[src/rtl/core/shortest_queue_dispatch_priority_serve_macros.svh]
// Assertion macros shared by the dispatcher RTL.
// Needs a clk and an active-high rst in the scope of each use.
`ifndef SHORTEST_QUEUE_DISPATCH_PRIORITY_SERVE_MACROS_SVH
`define SHORTEST_QUEUE_DISPATCH_PRIORITY_SERVE_MACROS_SVH

`ifndef SYNTHESIS
`define SQD_ASSERT_ALWAYS(label, expr) \
  label: assert property (@(posedge clk) disable iff (rst) (expr)) \
    else $error("sqd check failed");
`define SQD_ASSERT_IMPLY(label, ante, cons) \
  label: assert property (@(posedge clk) disable iff (rst) (ante) |-> (cons)) \
    else $error("sqd check failed");
`define SQD_ASSERT_NEXT(label, ante, cons) \
  label: assert property (@(posedge clk) disable iff (rst) (ante) |=> (cons)) \
    else $error("sqd check failed");
`else
`define SQD_ASSERT_ALWAYS(label, expr)
`define SQD_ASSERT_IMPLY(label, ante, cons)
`define SQD_ASSERT_NEXT(label, ante, cons)
`endif

`endif

[src/rtl/core/sqd_ram.sv]
// Generic single-write, single-read RAM with registered read data.
// No dependencies.
module sqd_ram #(
  parameter int WIDTH = 16,
  parameter int DEPTH = 128
) (
  input  logic                                  clk,
  input  logic                                  we,
  input  logic [(DEPTH > 1 ? $clog2(DEPTH) : 1)-1:0] waddr,
  input  logic [WIDTH-1:0]                      wdata,
  input  logic                                  re,
  input  logic [(DEPTH > 1 ? $clog2(DEPTH) : 1)-1:0] raddr,
  output logic [WIDTH-1:0]                      rdata
);

  logic [WIDTH-1:0] mem [DEPTH];

  always_ff @(posedge clk) begin
    if (we) begin
      mem[waddr] <= wdata;
    end
    if (re) begin
      rdata <= mem[raddr];
    end
  end

endmodule

[config.mk]
export PLATFORM = sky130hd
export DESIGN_NAME = sqd_ram
export DESIGN_NICKNAME = d
export VERILOG_FILES = /design/src/rtl/core/shortest_queue_dispatch_priority_serve_macros.svh /design/src/rtl/core/sqd_ram.sv
export SDC_FILE = /design/constraint.sdc
export NUM_CORES = 2
export LEC_CHECK = 0
export BUFFER_PORTS_ARGS = -buffer_cell sky130_fd_sc_hd__buf_4
export CORE_MARGIN = 4
export CORE_UTILIZATION = 40
export CTS_CLUSTER_DIAMETER = 100
export DETAILED_ROUTE_END_ITERATION = 16
export GPL_TIMING_DRIVEN = 0
export HOLD_SLACK_MARGIN = 0.06
export SYNTH_ARGS = -nofsm -noshare
export SYNTH_HDL_FRONTEND = slang
export SYNTH_SLANG_ARGS = --single-unit
[constraint.sdc]
create_clock -name clk -period 5.33 [get_ports clk]
set_clock_uncertainty 0.1 [all_clocks]
set_input_delay 0.533 -clock clk [delete_from_list [all_inputs] [get_ports clk]]
set_output_delay 0.533 -clock clk [all_outputs]
set_load 0.05 [all_outputs]
## Word-level counts from Yosys, hierarchy flattened

Memories as Yosys holds them, arrays and structs flattened. A register that Yosys moved wholly into a read port is not among the register bits.
Cells that the tools add are included.

- Multipliers: 0
- Shift-type cells: 0
- $add $sub $neg: 0
- Order comparisons: 0
- Div/mod/pow operators: 0
- Bitwise gates (word level): 0
- Reduce and logical (&&, ||, !) cells: 0
- Eq/ne operators: 0
- Mux-type cells: 2

Operator list:

| operator | count |
|---|---|
| $mux W1 | 2 |

- Bits in writable memories: 2048
- Memory bits (read-only): 0
- Output and inout port bits: 16
- Bits in registers: 0
- Bits of input ports: 33
- Memories: 1
- Word-level logic and storage cells: 3
- Latch bits: 0

Memory list:

| memory | words | bits a word | read ports | clocked after Yosys merged registers in | write ports | line | RTL |
|---|---|---|---|---|---|---|---|
| mem | 128 | 16 | 1 | 1 | 1 | sqd_ram.sv:16 | `logic [WIDTH-1:0] mem [DEPTH];` |

## Logic depth before layout (Yosys ltp)

- Word-level depth: 2
- Mapped depth: 7

## Worst setup path before layout

No wires, ideal clock.

- Path type: input port to flip-flop
- From: input port raddr[0] in the netlist's numbering
- To: register rdata[0] (read register of mem) (data pin)
- Path buffers: 2
- Required time: 4.970 ns
- Setup slack: 2.063 ns
- Setup time: 0.260 ns
- Arrival time: 2.908 ns
- Stages: 6
- Path through: buf_2 > buf_1 > mux4_2 > mux4_2 > mux4_2 > mux2_2

RTL lines:

| element | line | RTL |
|---|---|---|
| start: declaration | sqd_ram.sv:12 | `input logic [(DEPTH > 1 ? $clog2(DEPTH) : 1)-1:0] raddr,` |
| end: declaration | sqd_ram.sv:13 | `output logic [WIDTH-1:0] rdata` |

==> metrics.md <==
| Metric | Value |
|---|---|
| Worst setup EP type | `register` |
| Synthesized area per cell | `25.50 um^2` |
| Worst slack, placed | `-0.3345 ns` |
| Yosys Warn Count | `0` |
| Dpl hpwl | `130700 um` |
| Status | `finished, violations left` |
| Cell Area, Synth | `0.07868 mm^2` |
| Failing checks | `max-capacitance violations, max-slew violations` |
| Pwr Density | `372.1 mW/mm^2` |
| CTS tree | `done` |
| Endpoints failing setup | `0` |
| Synth Area in XOR/XNOR | `0%` |
| Worst path cell trace | `clkbuf_1 > clkbuf_1 > buf_1 > mux4_2 > mux4_2 > mux4_2 > mux2_2` |
| CP max FO | `12` |
| Critical Path Source Type | `input port` |
| Highest-delay cell along the critical path | `clkbuf_1` |
| Complex-gate fraction of the synthesized area | `0%` |
| Share of cells above drive strength 1 | `36.43%` |
| Fin. Hold Viols | `0` |
| Via/cell ratio | `5.749` |
| Clk Tree Root Cell | `clkbuf_16` |
| Simple-gate area share of the yosys netlist | `0.8857%` |
| Site Rows | `162` |
| Area Overhead vs Synth | `16.18%` |
| Nets | `3491` |
| Clk Latency, worst-skew pair | `0.84 ns` |
| CP Class | `in -> reg` |
| H-tree level count | `4` |
| Syn nets | `3119` |
| Leak pwr | `27.82 nW` |
| Critical Path AT | `5.34 ns` |
| Max clock buf depth | `3` |
| Tot Pwr | `0.03401 W` |
| Final Core Density | `46.83%` |
| Worst hold slack | `0.1117 ns` |
| DRC | `0` |
| CTS buffer count | `199` |
| VDD IR-drop max | `0.2573 mV` |
| Largest family of logic cells by synthesized area | `multiplexers` |
| Cells after Synth | `3086` |
| Cell mode on critical path | `mux4_2` |
| Post-synthesis adder-cell area fraction | `0%` |
| IO Port Bufs | `38` |
| Global Route Usage Sum | `19.68%` |
| Wire per inst | `32.04 um` |
| First-pass GRT wire length | `281400 um` |
| Worst Tran Pin Value | `1.560 ns` |
| Worst EP required | `5.79 ns` |
| Ports | `49` |
| Die Y | `451.5 um` |
| Max_cap viols | `1` |
| CP peak stage delay | `1.20 ns` |
| Worst slew margin | `-4.031%` |
| Die Span X | `451.5 um` |
| Pin count of the biggest net entering global routing | `129` |
| Placer Congestion | `0.8522` |
| Initial antenna violation count | `28` |
| Die Footprint | `0.2039 mm^2` |
| RSZ-0062 raised after global routing | `no` |
| Final slew viol count | `13` |
| Gr ovfl total | `0` |
| Num Clock Sinks | `2064` |
| Iteration-0 DRC Markers | `4463` |
| Final critical-path required period | `4.878 ns` |
| Final wirelength | `200800 um` |
| CTS clock-pin slew for the worst setup and hold paths | `0.06 ns` |
| Synth cell types | `16` |
| HP Class | `in -> reg` |
| Max Fclk | `205.0 MHz` |
| Setup TNS | `0 ns` |
| Remaining antenna violation count | `0` |
| Vias in the first global route | `35.65k` |
| Yosys reg bits | `2064` |
| Crit share post-route | `91.52%` |
| PnR worst setup slack | `0.4521 ns` |
| Multiplexer area fraction after synthesis | `19.46%` |
| Starting Density | `40.31%` |
| Post-synthesis sequential area ratio | `78.77%` |
| Pre-antenna DRT Iters | `5` |
| Vias | `36.03k` |
| Core area | `0.1952 mm^2` |
-- metrics by stage --
step | area [um^2] | instances
floorplan | 78680 | 3086
global placement | 82250 | 5748
detailed placement | 84410 | 5860
CTS | 91020 | 6236
global route | 91390 | 6256
finish | 91420 | 6267
-- flip-flops by register name, indices dropped and copies added (netlist names) --
name	count
rdata	16
mem	2048
-- power breakdown --
group | total [W] | internal (W) | switching [W]
Sequential | 0.0180 | 0.0179 | 0.0000169
Combinational | 0.00190 | 0.000701 | 0.00120
Clock | 0.0142 | 0.00809 | 0.00606
-- worst paths after layout --
check | to | start | depth (start not counted) | slack (ns)
setup / recovery | rdata[9] | raddr[2] | 7 | 0.45
hold / removal | mem[70][7] | wdata[7] | 1 | 0.11
setup reg to reg | rdata[5] | mem[85][5] | 4 | 2.49
hold reg to reg | rdata[14] | mem[106][14] | 4 | 1.17
-- cell families after synthesis --
kind of cell / Yosys count
flops: 2064
simple gates: 170
buf+inv: 164
mux: 688
-- cell usage in the layout (no fill, tap or decap), types with 4 or more instances in the layout --
master and count:
nor2_2 119, nand2_1 14, clkbuf_1 108, buf_8 87
clkbuf_2 12, clkinvlp_4 6, clkinv_4 6, buf_4 30
nand3_1 12, buf_2 53, dlygate4sd3_1 12, buf_1 26
clkinv_1 55, clkinv_2 30, buf_16 21, mux2_2 16
bufinv_16 22, inv_6 4, edfxtp_1 2064, buf_6 21
diode_2 14, clkbuf_16 204, mux4_2 672, nor2b_1 7
nor3_2 9
-- cells in the mapped netlist, drive strengths merged --
cell,count,share of area [%]
mux4,672,19
clkbuf,82,0.39
nor3,9,0.057
nand4,3,0.024
nor2,122,0.58
nand3,12,0.076
edfxtp,2064,79
buf,82,0.49
nand2,14,0.067
nor2b,7,0.056
nand2b,2,0.016
mux2,16,0.23
or3,1,0.0080
-- critical path: cells and delay by family --
| family | cells | cell delay [ns] |
|---|---|---|
| buffers and inverters | 3 | 2.73 |
| muxes | 4 | 2.03 |
-- area by class of cell --
| type | instances | area [um^2] |
|---|---|---|
| multi-input combinational | 858 | 16350 |
| tap | 2624 | 3283 |
| sequential | 2064 | 61980 |
| clock inverter | 131 | 1324 |
| antenna | 14 | 35.03 |
| clock buffer | 241 | 5244 |
| buffer | 164 | 708.2 |
| timing repair buffer | 171 | 2487 |
| fill | 15670 | 103800 |
-- repair_timing --
action / 4_1_cts / 5_1_grt
gates resized for setup: 0 / 0
setup buffers: 0 / 0
hold buffers: 4 / 8
hold endpoints to repair: 116 / 181
-- per-layer routing --
layer / GRT usage (%) / up-vias / wire, um
li1: - / 14280 / -
met1: 28.71 / 19770 / 82980
met2: 30.57 / 1664 / 95930
met3: 3.237 / 307 / 15290
met4: 6.460 / 4 / 6564
met5: 0 / - / 28
Note: power is estimated with default switching activity, not from simulation.
