===== src/rtl/core/shortest_queue_dispatch_priority_serve_macros.svh =====
// Assertion macros shared by the dispatcher RTL.
// Needs a clk and an active-high rst in the scope of each use.
`ifndef SHORTEST_QUEUE_DISPATCH_PRIORITY_SERVE_MACROS_SVH
`define SHORTEST_QUEUE_DISPATCH_PRIORITY_SERVE_MACROS_SVH

`ifndef SYNTHESIS
`define SQD_ASSERT_ALWAYS(label, expr) \
  label: assert property (@(posedge clk) disable iff (rst) (expr)) \
    else $error("sqd check failed");
`define SQD_ASSERT_IMPLY(label, ante, cons) \
  label: assert property (@(posedge clk) disable iff (rst) (ante) |-> (cons)) \
    else $error("sqd check failed");
`define SQD_ASSERT_NEXT(label, ante, cons) \
  label: assert property (@(posedge clk) disable iff (rst) (ante) |=> (cons)) \
    else $error("sqd check failed");
`else
`define SQD_ASSERT_ALWAYS(label, expr)
`define SQD_ASSERT_IMPLY(label, ante, cons)
`define SQD_ASSERT_NEXT(label, ante, cons)
`endif

`endif


===== src/rtl/core/sqd_pkg.sv =====
// Package for the shortest-queue dispatcher: codes, fixed field widths,
// sequencer state and the control structs. No dependencies.
package sqd_pkg;

  localparam int ACTION_W   = 2;
  localparam int STATION_W  = 3;
  localparam int STATUS_W   = 2;
  localparam int STREAK_W   = 4;
  localparam int CFG_IDX_W  = 2;
  localparam int CFG_DATA_W = 5;
  localparam int SCOUNT_W   = 4;
  localparam int THRESH_W   = 5;

  localparam logic [STREAK_W-1:0] STREAK_MAX = 4'd15;

  localparam logic [ACTION_W-1:0] ACT_ORDINARY = 2'd0;
  localparam logic [ACTION_W-1:0] ACT_PRIORITY = 2'd1;
  localparam logic [ACTION_W-1:0] ACT_SERVE    = 2'd2;

  localparam logic [STATUS_W-1:0] STAT_DONE  = 2'd0;
  localparam logic [STATUS_W-1:0] STAT_DROP  = 2'd1;
  localparam logic [STATUS_W-1:0] STAT_EMPTY = 2'd2;

  localparam logic [CFG_IDX_W-1:0] CFG_STATION_COUNT = 2'd0;
  localparam logic [CFG_IDX_W-1:0] CFG_THRESHOLD     = 2'd1;
  localparam logic [CFG_IDX_W-1:0] CFG_STREAK_LIMIT  = 2'd2;

  localparam logic [SCOUNT_W-1:0] RST_STATION_COUNT = 4'd1;
  localparam logic [THRESH_W-1:0] RST_THRESHOLD     = 5'd5;
  localparam logic [STREAK_W-1:0] RST_STREAK_LIMIT  = 4'd4;

  typedef enum logic [2:0] {
    ST_IDLE,
    ST_SEARCH,
    ST_PLACE,
    ST_DECIDE,
    ST_FETCH,
    ST_REPORT
  } state_t;

  typedef struct packed {
    logic in_valid;
    logic act_arrival;
    logic act_serve;
    logic search_last;
    logic serve_ok;
    logic out_free;
  } seq_stat_t;

  typedef struct packed {
    logic in_ready;
    logic search_step;
    logic place;
    logic decide;
    logic fetch;
    logic load_out;
  } seq_ctl_t;

endpackage


===== src/rtl/core/sqd_ctl.sv =====
// Sequencer for the dispatcher: steps one word through search and place for an
// arrival, or decide and fetch for a serve, then report. Depends on sqd_pkg.
module sqd_ctl (
  input  logic               clk,
  input  logic               rst,
  input  sqd_pkg::seq_stat_t stat,
  output sqd_pkg::state_t    state,
  output sqd_pkg::seq_ctl_t  ctl
);

  sqd_pkg::state_t state_next;

  always_ff @(posedge clk) begin
    if (rst) begin
      state <= sqd_pkg::ST_IDLE;
    end else begin
      state <= state_next;
    end
  end

  always_comb begin
    state_next = state;
    case (state)
      sqd_pkg::ST_IDLE: begin
        if (stat.in_valid) begin
          if (stat.act_arrival) begin
            state_next = sqd_pkg::ST_SEARCH;
          end else if (stat.act_serve) begin
            state_next = sqd_pkg::ST_DECIDE;
          end else begin
            state_next = sqd_pkg::ST_REPORT;
          end
        end
      end
      sqd_pkg::ST_SEARCH: begin
        if (stat.search_last) begin
          state_next = sqd_pkg::ST_PLACE;
        end
      end
      sqd_pkg::ST_PLACE:  state_next = sqd_pkg::ST_REPORT;
      sqd_pkg::ST_DECIDE: begin
        state_next = stat.serve_ok ? sqd_pkg::ST_FETCH : sqd_pkg::ST_REPORT;
      end
      sqd_pkg::ST_FETCH:  state_next = sqd_pkg::ST_REPORT;
      sqd_pkg::ST_REPORT: begin
        if (stat.out_free) begin
          state_next = sqd_pkg::ST_IDLE;
        end
      end
      default: state_next = sqd_pkg::ST_IDLE;
    endcase
  end

  always_comb begin
    ctl = '0;
    case (state)
      sqd_pkg::ST_IDLE:   ctl.in_ready = 1'b1;
      sqd_pkg::ST_SEARCH: ctl.search_step = 1'b1;
      sqd_pkg::ST_PLACE:  ctl.place = 1'b1;
      sqd_pkg::ST_DECIDE: ctl.decide = 1'b1;
      sqd_pkg::ST_FETCH:  ctl.fetch = 1'b1;
      sqd_pkg::ST_REPORT: ctl.load_out = stat.out_free;
      default:            ctl = '0;
    endcase
  end

endmodule


===== config.mk =====
export PLATFORM = sky130hd
export DESIGN_NAME = sqd_ctl
export DESIGN_NICKNAME = d
export VERILOG_FILES = /design/src/rtl/core/shortest_queue_dispatch_priority_serve_macros.svh /design/src/rtl/core/sqd_pkg.sv /design/src/rtl/core/sqd_ctl.sv
export SDC_FILE = /design/constraint.sdc
export NUM_CORES = 1
export LEC_CHECK = 0
export BUFFER_PORTS_ARGS = -buffer_cell sky130_fd_sc_hd__buf_2
export CELL_PAD_IN_SITES_DETAIL_PLACEMENT = 0
export CELL_PAD_IN_SITES_GLOBAL_PLACEMENT = 1
export CORE_AREA = 2 2 39 41
export CTS_CLUSTER_DIAMETER = 120
export DETAILED_ROUTE_END_ITERATION = 7
export DIE_AREA = 0 0 41 43
export PLACE_DENSITY_LB_ADDON = 0.2
export SETUP_SLACK_MARGIN = 0.02
export SYNTH_ARGS = -nofsm -noshare
export SYNTH_HDL_FRONTEND = slang
export SYNTH_SLANG_ARGS = --single-unit

===== constraint.sdc =====
create_clock -name clk -period 1.3 [get_ports clk]
set_input_delay 0.065 -clock clk [delete_from_list [all_inputs] [get_ports clk]]
set_output_delay 0.065 -clock clk [all_outputs]
set_load 0.1 [all_outputs]

# Word-level counts from Yosys, hierarchy flattened
# Cells that the tools add are included.
[classes]
n_addsub = 0
multipliers = 0
n_div = 0
n_lt_le_gt_ge = 0
eq_ne = 8
shift = 0
muxes = 13
bitwise_logic = 0
n_reduce_logical = 3
[op_table]
columns = ["operator", "n"]
rows = [
  ["$mux W3", 5],
  ["$pmux W3 S5", 1],
  ["$mux W1", 7],
  ["$eq A3 B2 Y1 const B", 2],
  ["$eq A3 B3 Y1 const B", 2],
  ["$ne A2 B2 Y1 const B", 3],
  ["$eq A3 B1 Y1 const B", 1],
  ["$logic_not A3 Y1", 1],
  ["$reduce_and A3 Y1", 1],
  ["$reduce_or A2 Y1", 1],
]
[totals]
ff_bits = 3
latchBits = 0
ramBits = 0
romBits = 0
input_bits = 8
output_inout_bits = 9
elab_cells = 25
n_memories = 0

# Longest topological paths before layout
# Gate-level depths: netlist of the first run.
[logic_depth]
word_depth = 4
depth_mapped = 4
mapped_depth_nobuf = 3

# Least setup slack after synthesis of the first run
# Ideal clock, no wire load.
[synth_path]
path_kind = "flip-flop to output port"
start = "reg state[0]"
end = "out ctl[4] (netlist name)"
t_arrival_ns = 3.417
required_ns = 1.235
setup_slack_ns = -2.182
stages_incl_launch_ff = 3
n_path_buf = 1
path_cell_list = "dfxtp_1 > buf_6 > nor3b_1"
[synth_lines]
columns = ["item", "line_no", "source"]
rows = [
  ["start: declaration", "sqd_ctl.sv:7", "output sqd_pkg::state_t state,"],
  ["start signal: assignment", "sqd_ctl.sv:15", "state <= sqd_pkg::ST_IDLE;"],
  ["start signal: assignment", "sqd_ctl.sv:17", "state <= state_next;"],
  ["end: declaration", "sqd_ctl.sv:8", "output sqd_pkg::seq_ctl_t ctl"],
]

# Worst setup path in the final report of the first run
[layout_path]
start = "reg state[0]"
end = "out state[0]"
# No word-level cell between the ends.

==> results of run 1 <==
-- final cells by class --
class | count | area, um^2 | share of cell area, %
flip-flops and latches | 3 | 71.32 | 14.62
well taps | 16 | 20.02 | 4.103
multi-input cells | 20 | 186.4 | 38.21
clock buffers | 4 | 26.28 | 5.385
inverters | 1 | 3.754 | 0.7692
repair buffers | 17 | 180.2 | 36.92
-- cell usage after synthesis, drive strengths merged --
cell	instances
nor3b	2
dfxtp	3
nor3	2
buf	3
a32oi	1
a211oi	1
inv	1
a21oi	1
nor2	3
nor4	2
and3b	1
nor2b	1
nand2	2
and3	1
nand2b	1
or2	1
a311oi	1
-- path summary, 6_finish.rpt --
| path | cells after the start | from | end |
|---|---|---|---|
| setup / recovery | 1 | state[0] | state[0] |
| hold / removal | 3 | stat[1] | state[0] |
| setup reg to reg | 3 | state[0] | state[0] |
| hold reg to reg | 1 | state[1] | state[1] |
-- logic make-up after synthesis --
group           after synthesis  share of synthesized area, %
compound gates                4                         13.56
buf+inv                       4                         14.12
flops                         3                         27.12
simple gates                 16                         45.20
-- routing by layer --
metal	wire length, um	vias to the layer above
met3	47	0
met1	237	120
li1	-	133
met2	355	19
met4	0	0
met5	0	-
-- repair_timing --
item                      CTS  global route
hold endpoints to repair    1             0
setup buffers               0             0
hold buffers                1             0
-- stage by stage --
step,util (%),hold WS (ns)
detailed placement,32.64,0.2517
global placement,32.64,0.2515
global route,35.26,0.1620
finish,35.26,0.1606
floorplan,-,0.1311
CTS,35.26,0.1519
-- where the power goes --
part           switching, mW  internal [mW]  leakage, nW  total (mW)
clock network         0.0523          0.115       0.0150       0.168
registers             0.0458          0.105       0.0267       0.151
logic                  0.260          0.131        0.153       0.391
total                  0.358          0.351        0.195       0.709
==> impl_results.md, run 1 <==
- Status: completed
- Via count: 272
- Tcrit/Tclk final: approximately 93%
- # fillers: about 150
- Gr usage total: 10.12%
- DR DRC count: 0
- PortBufs: 16
- Clock root buffer: clkbuf_4
- Count of cell types in the netlist: 19
- CP peak stage delay: 0.46 ns
- Cts repair resizes: 0
- Core box area: 1384 um^2
- Max-cap viol count: 0
- Avg Cell Area, Syn: 8.202 um^2
- CP required: 1.24 ns
- Post-route non-filler standard cell count: 61
- Initial antenna violation count: 0
- Synth area leader: dfxtp_1
- CTS tree: built
- GR Util met3: under 10%
- DRC marker count from the first detailed-route iteration: 4
- Drt pass-1 iters: 4
- FF+latch count, synth: 3
- Setup repair after global routing missed its margin: false
- Min-Delay Path Class: input pin to flop
- Reg-to-reg setup timing slack: 0.23 ns
- Largest Register: state
- Share of layout cells above drive strength 1: between 60% and 70%
- Largest net degree at the start of global routing: 14
- CP startpoint kind: flop
- Fin. max-slew vios: 0
- Diode count: 0
- Total negative slack: 0 ns
- Fmax: 824.7 MHz
- Crit path cell chain: buf_2
- Top Ports: 17
- Clock latency on the worst-skew pair: 0.24 ns
- Max FFs per register: 3
- Worst Tran Pin Value: 0.4853 ns
- Rows: 14
- Fin crit period: 1.212 ns
- Power density cells: 1454 nW/um^2
- Longest Clk Path Bufs: 2
- Most frequent cells in the layout: buf_2, buf_12, nor2_4, clkbuf_4, dfxtp_4
- Buf+Inv Stages, Crit Path: 1
- Setup CP Type: flop to output port
- Grt met1 use: 11.82%
- Cell area after synthesis: 221.5 um^2
- Die W: 41 um
- Final Hold Viols: 0
- Global route hottest layer: met2
- Synthesized Nets: 35
- Worst vdd ir: 0.4141 mV
- Top cells by area, synth: dfxtp_1, buf_6, nor3b_1
- Slew margin rel.: approximately 68%
- GRT overflow: 0
- Biggest regs: state (3)
- Drt total wl: 640 um
- Tot Pwr: 0.7093 mW
- GR Layer Usage met2: 13.44%
- Final setup vio count: 0
- Starting density of the core: between 15 and 20%
- Final instance area: about 500 um^2
- Dpl hpwl: 480.3 um
- H-tree Lvls: 1
- Pleak: between 0.15 and 0.2 nW
- DIE HEIGHT: around 43 um
- Synth Instances: 27
- Largest delay contributor family on the critical path: buffers and inverters
- Remaining antenna violation count after routing: 0
- Vias in the first global route: around 280
- CP max FO: 13
- Placer Congestion: 0.7367
- Placed Area: 451.7 um^2
- Routed length per instance: 10.49 um
- Via density: 4.459
- Placed cell count: 56
- Clock sink total: 3
- Yosys top cell area share: 27.12%
- Max Clock Skew: 0.004167 ns
- Final worst-path setup slack: 0.08751 ns
- Seq/Total Area, Yosys: around 27%
- Clock slew at reported path FFs: 0.04 ns
- Slowest cell on crit path: buf_2
- Pre-CTS setup slack: 0.2199 ns
- Nets: 54
- Crit path DAT: 1.15 ns
- Area Overhead vs Synth: 120.3%
- Total CTS buffers: 3
- Syn. warnings: 0
- Commonest non-fill, non-tap cell in the layout: buf_2
- Die area: ~1800 um^2
- Worst Setup End Kind: output port
- First-pass GRT wire length: 1145 um
Power figures use the tool's default switching activity.
==> inputs of run 2 (changes only) <==
- BUFFER_PORTS_ARGS: -buffer_cell sky130_fd_sc_hd__buf_2 -> -buffer_cell sky130_fd_sc_hd__buf_4
- GPL_TIMING_DRIVEN: default -> 0
==> run 2 against run 1 <==
Flip-flop and latch count stayed put. Worst hold slack worse by 0.0085 ns. Global-route usage is 0.39 points lower. Critical path depth is 2 higher. Critical endpoint is now ctl[4]. Largest cell class is now buffers.
==> impl_results.md, run 2 (synthesis results as in run 1) <==
- Status: completed (unchanged)
- Setup Fix Bufs, Post-CTS: 0 (unchanged)
- Power density cells: 1404 nW/um^2 (was 1454 nW/um^2)
- CP startpoint kind: flop (unchanged)
- CTS tree: built (unchanged)
- Placer Congestion: 0.7881 (was 0.7367)
- Starting density of the core: 16.00% (unchanged)
- Drt total wl: 674 um (was 640 um)
- Slew margin rel.: 81.60% (was 67.87%)
- CP max FO: 10 (was 13)
- Die W: 41 um (unchanged)
- Crit path DAT: 1.18 ns (was 1.15 ns)
- Min-Delay Path Class: input pin to flop (unchanged)
- Via count: 276 (was 272)
- Reg-to-reg setup timing slack: 0.29 ns (was 0.23 ns)
- Multi-input gate area: 186.4 um^2 (unchanged)
- Tcrit/Tclk final: 95.64% (was 93.27%)
- Setup CP Type: flop to output port (unchanged)
- Worst Hold Margin: 0.1521 ns (was 0.1606 ns)
- Via density: 4.313 (was 4.459)
- CP peak stage delay: 0.36 ns (was 0.46 ns)
- Core box area: 1384 um^2 (unchanged)
- Slowest cell on crit path: dfxtp_4 (was buf_2)
- Clock slew at reported path FFs: 0.04 ns (about the same)
- Placed cell count: 59 (was 56)
- CP required: 1.24 ns (about the same)
- Final instance area: 509.2 um^2 (was 488.0 um^2)
- DRC marker count from the first detailed-route iteration: 4 (unchanged)
- Setup repair after global routing missed its margin: false (unchanged)
- Final worst-path setup slack: 0.05672 ns (was 0.08751 ns)
- RR Startpoint: state[0] (unchanged)
- Pleak: 0.2101 nW (was 0.1949 nW)
- Met2 wire length: 344 um (was 355 um)
- DRT met1 WL: 257 um (was 237 um)
- Gr usage total: 9.729% (was 10.12%)
- Worst Setup End Kind: output port (unchanged)
- Vias in the first global route: 264 (was 276)
- Drt pass-1 iters: 3 (was 4)
- Remaining antenna violation count after routing: 0 (unchanged)
- Largest delay contributor family on the critical path: buffers and inverters (unchanged)
- Total negative slack: 0 ns (unchanged)
- Buf+Inv Stages, Crit Path: 2 (was 1)
- Post-route non-filler standard cell count: 64 (was 61)
- Dpl hpwl: 501.9 um (was 480.3 um)
- Longest Clk Path Bufs: 2 (unchanged)
- Placed Area: 439.2 um^2 (was 451.7 um^2)
- # fillers: 147 (was 149)
- DR DRC count: 0 (unchanged)
- Total CTS buffers: 3 (unchanged)
- Cell mode on critical path: buf_8
- Pre-CTS setup slack: 0.2506 ns (was 0.2199 ns)
- Commonest non-fill, non-tap cell in the layout: buf_4 (was buf_2)
- Most frequent cells in the layout: buf_4, buf_6, buf_8 (was buf_2, buf_12, nor2_4, clkbuf_4, dfxtp_4)
- Largest Register: state (unchanged)
- Biggest regs: state (3) (unchanged)
- Max FFs per register: 3 (unchanged)
- Largest net degree at the start of global routing: 11 (was 14)
- Max layer used: met4 (was met3)
- Crit path cell chain: buf_8, nor3b_4, buf_8 (was buf_2)
- Initial antenna violation count: 0 (unchanged)
- Fmax: 804.3 MHz (was 824.7 MHz)
- Share of layout cells above drive strength 1: 70.83% (was 68.89%)
- Final Hold Viols: 0 (unchanged)
- Max-cap viol count: 0 (unchanged)
- Die area: 1763 um^2 (unchanged)
- Area taken by flip-flops and latches: 71.32 um^2 (unchanged)
- Final setup vio count: 0 (unchanged)
- Fin. max-slew vios: 0 (unchanged)
- Diode count: 0 (unchanged)
- Clock root buffer: clkbuf_4 (unchanged)
- Routed length per instance: 10.53 um (was 10.49 um)
- Rows: 14 (unchanged)
- DIE HEIGHT: 43 um (unchanged)
- Fin crit period: 1.243 ns (was 1.212 ns)
- H-tree Lvls: 1 (unchanged)
- Nets: 57 (was 54)
- Min-delay src: stat[1] (unchanged)
- GRT overflow: 0 (unchanged)
- Clock latency on the worst-skew pair: 0.24 ns (about the same)
- Worst Tran Pin Value: 0.2782 ns (was 0.4853 ns)
- Max Clock Skew: 0.004612 ns (was 0.004167 ns)
- Top Ports: 17 (unchanged)
- Worst setup path startpoint: state[0] (unchanged)
- Worst vdd ir: 0.3829 mV (was 0.4141 mV)
- Area Overhead vs Synth: 129.9% (was 120.3%)
- PortBufs: 16 (unchanged)
- First-pass GRT wire length: 1055 um (was 1145 um)
- Clock sink total: 3 (unchanged)
- DR WL met3: 36 um (was 47 um)
run 2: changes by cell type in the layout (fill, tap and decap cells not counted):
cell,previous run,this run
buf_12,6,0
buf_2,10,0
buf_4,0,10
buf_6,0,5
buf_8,0,4
run 2: path summary, 6_finish.rpt:
check	to	cells past startpoint
worst max-delay path	ctl[4]	3
worst min-delay path	state[0]	3
worst max register to register	state[2]	4
worst min register to register	state[1]	2
run 2: through the flow:
stage / power, mW / util (%)
5_1_grt: 0.7466 / 36.80
3_5_place_dp: 0.5271 / 31.74
4_1_cts: 0.7132 / 35.71
3_3_place_gp: 0.5240 / 31.74
2_1_floorplan: 0.4496 / -
6_report: 0.7152 / 36.80
run 2: power breakdown:
part / internal, mW / total (mW) / leakage [nW] / switching, mW
clock network: 0.115 / 0.166 / 0.0150 / 0.0512
registers: 0.104 / 0.114 / 0.0267 / 0.00945
logic: 0.137 / 0.435 / 0.168 / 0.298
total: 0.356 / 0.715 / 0.210 / 0.359
run 2: routing by layer:
layer	vias to the layer above	global-route usage (%)
met4	0	14.00
li1	140	-
met2	13	12.81
met5	-	0
met1	119	11.22
met3	4	0
run 2: cell type report:
type	instances	share of cell area (%)
plain buffers	3	7.371
clock buffers	4	5.160
inverters	1	0.7371
multi-input cells	20	36.61
flip-flops and latches	3	14.00
well taps	16	3.931
repair buffers	17	32.19
run 2: worst register-to-register path: cells and delay by family (launching register included):
| family | cells | cell delay, ns |
|---|---|---|
| flops | 1 | 0.36 |
| compound gates | 1 | 0.26 |
| buf+inv | 1 | 0.15 |
| simple gates | 2 | 0.12 |
run 2: timing repair:
action,4_1_cts,5_1_grt
gates resized for setup,5,4
gates cloned,0,0
endpoints found under the setup margin,5,4
hold buffers,1,0
hold endpoints to repair,3,0
==> inputs of run 3 (changes only) <==
- GPL_TIMING_DRIVEN: 0 -> default
==> run 3 against run 2 <==
Clock skew down 0.00090 ns. Sequential share of layout area grew 2.0 points. Largest cell class is now multi-input gates. Critical endpoint is now ctl[2]. Die area unchanged.
==> impl_results.md, run 3 (synthesis results as in run 1) <==
- GR Layer Usage met2: 11.88% (was 12.81%)
- DIE HEIGHT: 43 um (unchanged)
- Fmax: 810.8 MHz (was 804.3 MHz)
- Pleak: 0.1836 nW (was 0.2101 nW)
- Rows: 14 (unchanged)
- Worst vdd ir: 0.4244 mV (was 0.3829 mV)
- Dpl hpwl: 473.2 um (was 501.9 um)
- Via count: 263 (was 276)
- Hold path depth: 3 (unchanged)
- Reg-to-reg setup timing slack: 0.23 ns (was 0.29 ns)
- Commonest non-fill, non-tap cell in the layout: buf_4 (unchanged)
- Longest Clk Path Bufs: 2 (unchanged)
- Worst Tran Pin Value: 0.2796 ns (was 0.2782 ns)
- Total CTS buffers: 3 (unchanged)
- Status: completed (unchanged)
- Starting density of the core: 16.00% (unchanged)
- Remaining antenna violation count after routing: 0 (unchanged)
- FF-to-FF End: state[0] (was state[2])
- Area Overhead vs Synth: 101.1% (was 129.9%)
- Most frequent cells in the layout: buf_4, nor2_4, clkbuf_4, dfxtp_4 (was buf_4, buf_6, buf_8)
- Initial antenna violation count: 0 (unchanged)
- DR DRC count: 0 (unchanged)
- Diode count: 0 (unchanged)
- Max-cap viol count: 0 (unchanged)
- Clock root buffer: clkbuf_4 (unchanged)
- Clock sink total: 3 (unchanged)
- Grt met1 use: 11.54% (was 11.22%)
- CP max FO: 13 (was 10)
- Crit path DAT: 1.17 ns (was 1.18 ns)
- Routed length per instance: 10.36 um (was 10.53 um)
- Via density: 4.311 (was 4.313)
- Drt pass-1 iters: 2 (was 3)
- Final worst-path setup slack: 0.06670 ns (was 0.05672 ns)
- Placer Congestion: 0.7238 (was 0.7881)
- Nets: 54 (was 57)
- Slew margin rel.: 81.51% (was 81.60%)
- Tot Pwr: 0.6656 mW (was 0.7152 mW)
- Core box area: 1384 um^2 (unchanged)
- PortBufs: 16 (unchanged)
- CTS tree: built (unchanged)
- Min-delay src: stat[1] (unchanged)
- Clock slew at reported path FFs: 0.04 ns (about the same)
- GR Util met3: 0% (unchanged)
- Power density cells: 1494 nW/um^2 (was 1404 nW/um^2)
- GRT overflow: 0 (unchanged)
- # fillers: 155 (was 147)
- R2R depth: 3 (was 4)
- DRC marker count from the first detailed-route iteration: 3 (was 4)
- Largest net degree at the start of global routing: 14 (was 11)
- Biggest regs: state (3) (unchanged)
- RR Startpoint: state[0] (unchanged)
- Final Hold Viols: 0 (unchanged)
- Share of layout cells above drive strength 1: 68.89% (was 70.83%)
- Die area: 1763 um^2 (unchanged)
- Fin. max-slew vios: 0 (unchanged)
- Largest Register: state (unchanged)
- First-pass GRT wire length: 1048 um (was 1055 um)
- Total negative slack: 0 ns (unchanged)
- CP startpoint kind: flop (unchanged)
- Setup CP Type: flop to output port (unchanged)
- Gr usage total: 8.927% (was 9.729%)
- Max Clock Skew: 0.003709 ns (was 0.004612 ns)
- Final setup vio count: 0 (unchanged)
- Vias in the first global route: 254 (was 264)
- Top Ports: 17 (unchanged)
- Max FFs per register: 3 (unchanged)
- Tcrit/Tclk final: 94.87% (was 95.64%)
- Clock latency on the worst-skew pair: 0.23 ns (was 0.24 ns)
- Final Util: 32.19% (was 36.80%)
- H-tree Lvls: 1 (unchanged)
- Pre-CTS setup slack: 0.2309 ns (was 0.2506 ns)
- Fin crit period: 1.233 ns (was 1.243 ns)
- Die W: 41 um (unchanged)
- Drt total wl: 632 um (was 674 um)
- Setup repair after global routing missed its margin: false (unchanged)
- CP required: 1.24 ns (about the same)
- Hold EP: state[0] (unchanged)
- Global route hottest layer: met2 (was met4)
- Min-Delay Path Class: input pin to flop (unchanged)
- Worst Setup End Kind: output port (unchanged)
[run 3: changes by cell type in the layout (fill, tap and decap cells not counted)]
cell	before	now
buf_6	5	2
buf_4	10	14
buf_8	4	0
[run 3: power by group]
part,switching (mW),internal [mW],leakage (nW)
combinational,0.252,0.0992,0.142
clock,0.0473,0.115,0.0150
sequential,0.0467,0.105,0.0267
total,0.346,0.319,0.184
[run 3: cell type report]
class | instances | area (um^2) | share of cell area [%]
Inverter | 1 | 3.754 | 0.8427
Clock buffer | 4 | 26.28 | 5.899
Tap cell | 16 | 20.02 | 4.494
Multi-Input combinational cell | 20 | 186.4 | 41.85
Sequential cell | 3 | 71.32 | 16.01
Timing Repair Buffer | 17 | 137.6 | 30.90
[run 3: what timing repair did]
| item | in CTS | in global routing |
|---|---|---|
| setup buffers | 0 | 0 |
| hold buffers | 1 | 0 |
| hold endpoints to repair | 2 | 0 |
| setup endpoints to repair | 0 | 2 |
| resized for setup | 0 | 2 |
[run 3: worst max-delay path, stage by stage, from the launching register on]
cell and delay [ns]:
dfxtp_4 0.45, and3b_2 0.20, buf_4 0.28
[run 3: worst max-delay path by stage]
stage | depth (start not counted) | to | slack (ns) | start
after global placement | 3 | state[0] | 0.27 | state[0]
after CTS | 3 | ctl[0] | 0.02 | state[0]
after floorplan | 2 | ctl[4] | -0.34 | state[0]
after detailed placement | 3 | state[0] | 0.23 | state[0]
after global routing | 2 | ctl[3] | 0.03 | state[1]
final | 2 | ctl[2] | 0.07 | state[0]
[run 3: per-stage QoR]
step                hold WS (ns)  cell area [um^2]  std cells
floorplan                 0.1311             299.0         27
global placement          0.2381             401.6         56
detailed placement        0.2441             401.6         56
CTS                       0.1477             437.9         61
global route              0.1592             445.4         61
finish                    0.1571             445.4         61
[run 3: routing by layer]
metal / part of all wire, % / wire (um)
met1: 42 / 263
met2: 54 / 340
met3: 4.3 / 27
met4: 0 / 0
met5: 0 / 0
